<file path="config.mk">
export PLATFORM = sky130hd
export DESIGN_NAME = ordered_list_insert_erase
export DESIGN_NICKNAME = d
export VERILOG_FILES = /design/src/sv/oli_pkg.sv /design/src/sv/oli_ctrl.sv /design/src/sv/oli_dp.sv /design/src/sv/ordered_list_insert_erase.sv
export SDC_FILE = /design/constraint.sdc
export NUM_CORES = 1
export LEC_CHECK = 0
export BUFFER_PORTS_ARGS = -buffer_cell sky130_fd_sc_hd__buf_4
export CORE_MARGIN = 3
export CORE_UTILIZATION = 45
export CTS_BUF_LIST = sky130_fd_sc_hd__clkbuf_4 sky130_fd_sc_hd__clkbuf_8
export DETAILED_ROUTE_END_ITERATION = 8
export PLACE_DENSITY = 0.7
export RECOVER_POWER = 100
export SYNTH_ARGS = -nofsm -noshare
export SYNTH_HDL_FRONTEND = slang
export SYNTH_HIERARCHICAL = 1
export SYNTH_SLANG_ARGS = --single-unit
</file>
<file path="constraint.sdc">
create_clock -name aclk -period 7.86 [get_ports aclk]
set_clock_uncertainty 0.05 [all_clocks]
set_input_delay 0.786 -clock aclk [delete_from_list [all_inputs] [get_ports aclk]]
set_output_delay 0.786 -clock aclk [all_outputs]
set_load 0.005 [all_outputs]
</file>
<file path="src/sv/oli_pkg.sv">
// oli_pkg: shared constants, operation and status codes, and the command
// struct for the ordered list block
// no dependencies
`default_nettype none

package oli_pkg;

    localparam int DEF_CAPACITY   = 64;
    localparam int DEF_DATA_WIDTH = 32;

    localparam int KIND_W   = 3;
    localparam int POS_W    = 7;
    localparam int VAL_W    = 32;
    localparam int STATUS_W = 2;
    localparam int CNT_W    = 7;

    localparam int S_TDATA_W = 40;
    localparam int M_TDATA_W = 16;

    localparam logic [KIND_W-1:0] KIND_PUSH_BACK  = 3'd0;
    localparam logic [KIND_W-1:0] KIND_PUSH_FRONT = 3'd1;
    localparam logic [KIND_W-1:0] KIND_POP_BACK   = 3'd2;
    localparam logic [KIND_W-1:0] KIND_POP_FRONT  = 3'd3;
    localparam logic [KIND_W-1:0] KIND_INSERT     = 3'd4;
    localparam logic [KIND_W-1:0] KIND_ERASE      = 3'd5;
    localparam logic [KIND_W-1:0] KIND_CLEAR      = 3'd6;

    localparam logic [STATUS_W-1:0] ST_OK     = 2'd0;
    localparam logic [STATUS_W-1:0] ST_FULL   = 2'd1;
    localparam logic [STATUS_W-1:0] ST_EMPTY  = 2'd2;
    localparam logic [STATUS_W-1:0] ST_BADPOS = 2'd3;

    typedef struct packed {
        logic load;
        logic exec;
    } cmd_t;

endpackage

`default_nettype wire

</file>
<file path="src/sv/oli_ctrl.sv">
// oli_ctrl: handshake controller for the ordered list
// depends on oli_pkg
`default_nettype none

module oli_ctrl (
    input  wire logic        aclk,
    input  wire logic        aresetn,
    input  wire logic        s_tvalid,
    output logic             s_tready,
    output logic             m_tvalid,
    input  wire logic        m_tready,
    output oli_pkg::cmd_t    cmd
);

    localparam logic [1:0] S_IDLE = 2'd0;
    localparam logic [1:0] S_EXEC = 2'd1;
    localparam logic [1:0] S_OUT  = 2'd2;

    logic [1:0] state_reg;
    logic [1:0] state_next;
    logic       accept;

    // no word is taken while reset is held
    assign s_tready = aresetn &&
                      ((state_reg == S_IDLE) || ((state_reg == S_OUT) && m_tready));
    assign m_tvalid = (state_reg == S_OUT);
    assign accept   = s_tvalid && s_tready;

    assign cmd.load = accept;
    assign cmd.exec = (state_reg == S_EXEC);

    always_comb begin
        state_next = state_reg;
        unique case (state_reg)
            S_IDLE: begin
                if (accept) state_next = S_EXEC;
            end
            S_EXEC: begin
                state_next = S_OUT;
            end
            S_OUT: begin
                if (m_tready) state_next = accept ? S_EXEC : S_IDLE;
            end
            default: begin
                state_next = S_IDLE;
            end
        endcase
    end

    always_ff @(posedge aclk) begin
        if (!aresetn) begin
            state_reg <= S_IDLE;
        end else begin
            state_reg <= state_next;
        end
    end

endmodule

`default_nettype wire

</file>
<file path="src/sv/oli_dp.sv">
// oli_dp: operation register, entry count, row of shifting entry cells and
// result register
// depends on oli_pkg
`default_nettype none

module oli_dp #(
    parameter int CAPACITY   = oli_pkg::DEF_CAPACITY,
    parameter int DATA_WIDTH = oli_pkg::DEF_DATA_WIDTH
) (
    input  wire logic                           aclk,
    input  wire logic                           aresetn,
    input  wire oli_pkg::cmd_t                  cmd,
    input  wire logic [oli_pkg::KIND_W-1:0]     in_kind,
    input  wire logic [oli_pkg::POS_W-1:0]      in_position,
    input  wire logic [oli_pkg::VAL_W-1:0]      in_value,
    output logic      [oli_pkg::STATUS_W-1:0]   out_status,
    output logic      [oli_pkg::CNT_W-1:0]      out_count
);

    localparam int CW = $clog2(CAPACITY + 1);
    localparam int PW = (CW > oli_pkg::POS_W) ? CW : oli_pkg::POS_W;

    logic [oli_pkg::KIND_W-1:0]   kind_reg;
    logic [oli_pkg::POS_W-1:0]    pos_reg;
    logic [DATA_WIDTH-1:0]        val_reg;
    logic [63:0]                  val_wide;

    logic [CW-1:0]                count_reg;
    logic [CW-1:0]                count_next;
    logic [oli_pkg::STATUS_W-1:0] status_reg;
    logic [oli_pkg::STATUS_W-1:0] status_next;
    logic [oli_pkg::CNT_W-1:0]    rcount_reg;

    logic [DATA_WIDTH-1:0] entries_reg  [CAPACITY];
    logic [DATA_WIDTH-1:0] entries_next [CAPACITY];

    logic          ins;
    logic          era;
    logic [PW-1:0] at;
    logic [PW-1:0] count_ext;
    logic [PW-1:0] pos_ext;
    logic          full;
    logic          empty;

    // value kept in the low data width bits, zero-extended when wider
    assign val_wide  = {32'd0, in_value};
    assign count_ext = PW'(count_reg);
    assign pos_ext   = PW'(pos_reg);
    assign full      = (count_reg == CW'(CAPACITY));
    assign empty     = (count_reg == '0);

    always_ff @(posedge aclk) begin
        if (cmd.load) begin
            kind_reg <= in_kind;
            pos_reg  <= in_position;
            val_reg  <= val_wide[DATA_WIDTH-1:0];
        end
    end

    always_comb begin
        ins         = 1'b0;
        era         = 1'b0;
        at          = '0;
        status_next = oli_pkg::ST_OK;
        count_next  = count_reg;
        unique case (kind_reg)
            oli_pkg::KIND_PUSH_BACK: begin
                if (full) status_next = oli_pkg::ST_FULL;
                else begin
                    ins = 1'b1;
                    at  = count_ext;
                end
            end
            oli_pkg::KIND_PUSH_FRONT: begin
                if (full) status_next = oli_pkg::ST_FULL;
                else ins = 1'b1;
            end
            oli_pkg::KIND_POP_BACK: begin
                if (empty) status_next = oli_pkg::ST_EMPTY;
                else count_next = count_reg - CW'(1);
            end
            oli_pkg::KIND_POP_FRONT: begin
                if (empty) status_next = oli_pkg::ST_EMPTY;
                else era = 1'b1;
            end
            oli_pkg::KIND_INSERT: begin
                if (pos_ext > count_ext) status_next = oli_pkg::ST_BADPOS;
                else if (full) status_next = oli_pkg::ST_FULL;
                else begin
                    ins = 1'b1;
                    at  = pos_ext;
                end
            end
            oli_pkg::KIND_ERASE: begin
                if (pos_ext >= count_ext) status_next = oli_pkg::ST_BADPOS;
                else begin
                    era = 1'b1;
                    at  = pos_ext;
                end
            end
            oli_pkg::KIND_CLEAR: begin
                count_next = '0;
            end
            default: begin
            end
        endcase
        if (ins) count_next = count_reg + CW'(1);
        if (era) count_next = count_reg - CW'(1);
    end

    // each cell takes its lower neighbour on insert, its upper on erase
    for (genvar i = 0; i < CAPACITY; i++) begin : g_cell
        localparam logic [PW-1:0] IDX  = PW'(i);
        localparam logic [PW-1:0] IDX1 = PW'(i + 1);
        logic [DATA_WIDTH-1:0] lower;
        logic [DATA_WIDTH-1:0] upper;

        if (i == 0) begin : g_lo_edge
            assign lower = val_reg;
        end else begin : g_lo
            assign lower = entries_reg[i-1];
        end
        if (i == CAPACITY - 1) begin : g_hi_edge
            assign upper = entries_reg[i];
        end else begin : g_hi
            assign upper = entries_reg[i+1];
        end

        always_comb begin
            entries_next[i] = entries_reg[i];
            if (ins) begin
                if (IDX == at) entries_next[i] = val_reg;
                else if ((IDX > at) && (IDX <= count_ext)) entries_next[i] = lower;
            end else if (era) begin
                if ((IDX >= at) && (IDX1 < count_ext)) entries_next[i] = upper;
            end
        end

        always_ff @(posedge aclk) begin
            if (cmd.exec) begin
                entries_reg[i] <= entries_next[i];
            end
        end
    end

    always_ff @(posedge aclk) begin
        if (!aresetn) begin
            count_reg <= '0;
        end else if (cmd.exec) begin
            count_reg <= count_next;
        end
    end

    always_ff @(posedge aclk) begin
        if (cmd.exec) begin
            status_reg <= status_next;
            rcount_reg <= count_next[oli_pkg::CNT_W-1:0];
        end
    end

    assign out_status = status_reg;
    assign out_count  = rcount_reg;

endmodule

`default_nettype wire

</file>
<file path="src/sv/ordered_list_insert_erase.sv">
// ordered list with insert and erase: an accepted input word is registered in
// the operation register, then the cell row and the result register update in
// the exec state, and the result word is held until it is taken
// the next word is taken in the cycle its predecessor's result is taken
// aresetn (synchronous, active low) empties the list; entry contents stay
`default_nettype none

module ordered_list_insert_erase #(
    parameter int CAPACITY   = oli_pkg::DEF_CAPACITY,
    parameter int DATA_WIDTH = oli_pkg::DEF_DATA_WIDTH
) (
    input  wire logic                            aclk,
    input  wire logic                            aresetn,
    // input channel
    input  wire logic                            s_tvalid,
    output logic                                 s_tready,
    input  wire logic [oli_pkg::S_TDATA_W-1:0]   s_tdata,  // position[6:0], value[38:7], pad
    input  wire logic [oli_pkg::KIND_W-1:0]      s_tuser,  // kind[2:0]
    // result channel
    output logic                                 m_tvalid,
    input  wire logic                            m_tready,
    output logic      [oli_pkg::M_TDATA_W-1:0]   m_tdata   // status[1:0], count[8:2], pad
);

    oli_pkg::cmd_t                  cmd;
    logic [oli_pkg::STATUS_W-1:0]   status;
    logic [oli_pkg::CNT_W-1:0]      count;

    // controller: accepts a word, runs the update in its exec state, then holds the result
    oli_ctrl u_ctrl (
        .aclk     (aclk),
        .aresetn  (aresetn),
        .s_tvalid (s_tvalid),
        .s_tready (s_tready),
        .m_tvalid (m_tvalid),
        .m_tready (m_tready),
        .cmd      (cmd)
    );

    // datapath: count, row of entry cells that shift together, result register
    oli_dp #(
        .CAPACITY   (CAPACITY),
        .DATA_WIDTH (DATA_WIDTH)
    ) u_dp (
        .aclk        (aclk),
        .aresetn     (aresetn),
        .cmd         (cmd),
        .in_kind     (s_tuser),
        .in_position (s_tdata[oli_pkg::POS_W-1:0]),
        .in_value    (s_tdata[oli_pkg::POS_W+oli_pkg::VAL_W-1:oli_pkg::POS_W]),
        .out_status  (status),
        .out_count   (count)
    );

    // result word: status in the low bits, count above, zero padding on top
    assign m_tdata = {
        {(oli_pkg::M_TDATA_W - oli_pkg::STATUS_W - oli_pkg::CNT_W){1'b0}},
        count,
        status
    };

endmodule

`default_nettype wire
</file>
==> impl_metrics.env <==
export IMPL_rsz0062_at_grt="no"
export IMPL_yosysSeqAreaShare_pct=39.71
export IMPL_cts_resized_gates=0
export IMPL_cts_buffers=3
export IMPL_synth_edf_count=19
export IMPL_cts_setup_buffers=0
export IMPL_synth_area_sq_um=1891
export IMPL_ant_nets=0
export IMPL_drt_iter0_drc=117
export IMPL_grt_overflow=0
export IMPL_worstPathMaxFanout=8
export IMPL_grt_pass1_wl_um=6720
export IMPL_areaGrowthSynthToFinish_pct=11.05
export IMPL_power_density_nw_per_um2=173.7
export IMPL_synth_seq_cells=28
export IMPL_drive_above_1_share_pct=18.57
export IMPL_hold_class="reg -> reg"
export IMPL_max_freq_ghz=0.3211
export IMPL_routed_wirelength_um=4189
export IMPL_hold_buffers=0
export IMPL_maxCapViolations=0
export IMPL_first_global_vias=1412
export IMPL_arrival_ps=3100
export IMPL_power_leakage_nw=0.7674
export IMPL_endpoint_kind="register"
export IMPL_floorplan_initialDensity_pct=49.06
export IMPL_cts_buffer_depth=2
export IMPL_vias_per_cell=5.899
export IMPL_grt_usage_pct=16.73
export IMPL_drt_first_pass_iters=4
export IMPL_finalHoldViolations=0
export IMPL_whs_ps=601.8
export IMPL_ys_types=62
export IMPL_wl_per_cell_um=16.24
export IMPL_ir_drop_mv=0.08525
export IMPL_h_tree_depth=1
export IMPL_fin_crit_sh_pct=39.63
export IMPL_start_kind="register"
export IMPL_die_area_sq_um=5015
export IMPL_synth_main_ff_cell="edfxtp_1"
export IMPL_slew_headroom_pct=39.73
export IMPL_setup_tns_ps=0
export IMPL_drc_errors=0
export IMPL_synthArstFlopShare_pct=0
export IMPL_period_minus_slack_ps=3115
export IMPL_placementRows=22
export IMPL_drv_slew=0
export IMPL_criticalPathCategory="reg -> reg"
export IMPL_cts_tree="done"
export IMPL_dr_total_vias=1522
export IMPL_ys_warn_count=6
export IMPL_power_w=0.0003647
export IMPL_synthCells=193
export IMPL_worstMarginPinSlew_ps=904.0
export IMPL_outcome="finished, final reports clean"
export IMPL_io_pins=65
export IMPL_syn_mean_instance_area_sq_um=9.796
export IMPL_cts_sinks=28
export IMPL_core_area_sq_um=3854
export IMPL_antenna_found_initial=0
export IMPL_crit_required_ps=7840
export IMPL_gp_congestion=0.9252
export IMPL_clkLatencyLatePin_ps=280
export IMPL_nets=267
export IMPL_cts_root_buf="clkbuf_8"
export IMPL_grt_max_degree=28
export IMPL_clk_pin_slew_ps=90
export IMPL_die_x_um=70.82
export IMPL_die_y_um=70.82
export IMPL_n_antenna_cell=0
export IMPL_hpwl_um=3096
export IMPL_setup_viol=0
export IMPL_port_buffers=24
## cell families (layout without fill, tap and decap cells)
| logic type | Yosys count | in the layout | synth area share [%] |
|---|---|---|---|
| buf+inv | 27 | 38 | 7.743 |
| simple gates | 67 | 67 | 22.17 |
| other cells | 1 | 7 | 0.1984 |
| flops | 28 | 28 | 39.71 |
| compound gates | 56 | 56 | 21.91 |
| fa+ha+maj | 9 | 9 | 5.956 |
| xor+xnor | 5 | 5 | 2.316 |
## Yosys cell counts (all sizes together) (3+ instances only)
| cell type | instances | area (sq um) |
|---|---|---|
| xnor2 | 5 | 43.79 |
| inv | 10 | 37.54 |
| nor3b | 4 | 30.03 |
| o21ai | 10 | 50.05 |
| nor2b | 3 | 26.27 |
| edfxtp | 19 | 570.6 |
| o21bai | 3 | 22.52 |
| clkbuf | 3 | 11.26 |
| nand2 | 10 | 37.54 |
| o21a | 3 | 22.52 |
| ha | 9 | 112.6 |
| nand3 | 6 | 30.03 |
| buf | 14 | 97.58 |
| dfxtp | 9 | 180.2 |
| a31oi | 6 | 37.54 |
| nor3 | 5 | 36.29 |
| nand4 | 3 | 18.77 |
| nand2b | 6 | 37.54 |
| nor2 | 12 | 45.04 |
| nor4b | 3 | 32.53 |
| and3 | 3 | 18.77 |
| o22ai | 3 | 18.77 |
| a21oi | 9 | 48.80 |
## per-stage QoR
step / worst slack, ps / area (sq um) / std cells / util [%]
floorplan: 5279 / 1913 / 199 / -
global placement: 4884 / 2044 / 254 / 53.05
detailed placement: 4786 / 2044 / 254 / 53.05
CTS: 4779 / 2116 / 258 / 54.90
global route: 4566 / 2100 / 258 / 54.48
finish: 4745 / 2100 / 258 / 54.48
## final timing paths
| path | startpoint | end | slack [ps] | cells past startpoint |
|---|---|---|---|---|
| max | u_dp/count_ext[5]$_SDFFE_PN0P_ | u_dp/out_count[5]$_DFFE_PP_ | 4750 | 7 |
| min | u_dp/count_ext[1]$_SDFFE_PN0P_ | u_dp/count_ext[1]$_SDFFE_PN0P_ | 600 | 2 |
| max reg2reg | u_dp/count_ext[5]$_SDFFE_PN0P_ | u_dp/out_count[5]$_DFFE_PP_ | 4750 | 7 |
| min reg2reg | u_dp/count_ext[1]$_SDFFE_PN0P_ | u_dp/count_ext[1]$_SDFFE_PN0P_ | 600 | 2 |
## layout by cell type (no fill, tap or decap), types with 2 or more instances in the layout
master,netlist,layout
nor4b_1,2,2
clkbuf_4,0,21
nand3_1,6,6
inv_1,10,10
o211ai_1,2,2
clkbuf_8,0,3
nand2b_1,6,6
nor2b_1,2,3
nor3_1,4,4
o21ai_0,10,10
o22ai_1,3,3
nor2_1,12,12
nand4_1,3,3
a31oi_1,6,6
nand2_1,10,10
nor3b_1,4,4
buf_4,9,2
a21oi_1,8,8
a211oi_1,2,2
edfxtp_1,19,19
and3_1,3,3
o31ai_1,1,2
dfxtp_1,9,9
conb_1,1,7
ha_1,9,9
o21bai_1,3,3
o21a_1,3,3
xnor2_1,5,5
## per-layer routing
| metal | GRT usage [%] | vias up | routed length, um |
|---|---|---|---|
| li1 | - | 748 | - |
| met1 | 20.64 | 707 | 1817 |
| met2 | 28.01 | 56 | 2026 |
| met3 | 3.551 | 11 | 237 |
| met4 | 7.516 | 0 | 108 |
| met5 | 0 | - | 0 |
## where the power goes
part / total [W] / switching [W] / internal [W]
Clock: 0.000113 / 0.0000451 / 0.0000683
Sequential: 0.000174 / 0.00000744 / 0.000167
Combinational: 0.0000769 / 0.0000439 / 0.0000330
## worst max-delay path: stages, from the launching register on
cell     delay (ps)
dfxtp_1         580
inv_1           230
ha_1            360
nand4_1         220
o311a_1         510
nor2_1          470
nor2_1          110
a311o_1         340
## area by class of cell
type | count | area, sq um
well taps | 48 | 60.06
clock inverters | 1 | 30.03
clock buffers | 3 | 41.29
inverters | 10 | 37.54
fillers | 340 | 1754
repair buffers | 24 | 176.4
multi-input cells | 144 | 1003
flip-flops and latches | 28 | 750.7
(Power assumes the default switching activity.)
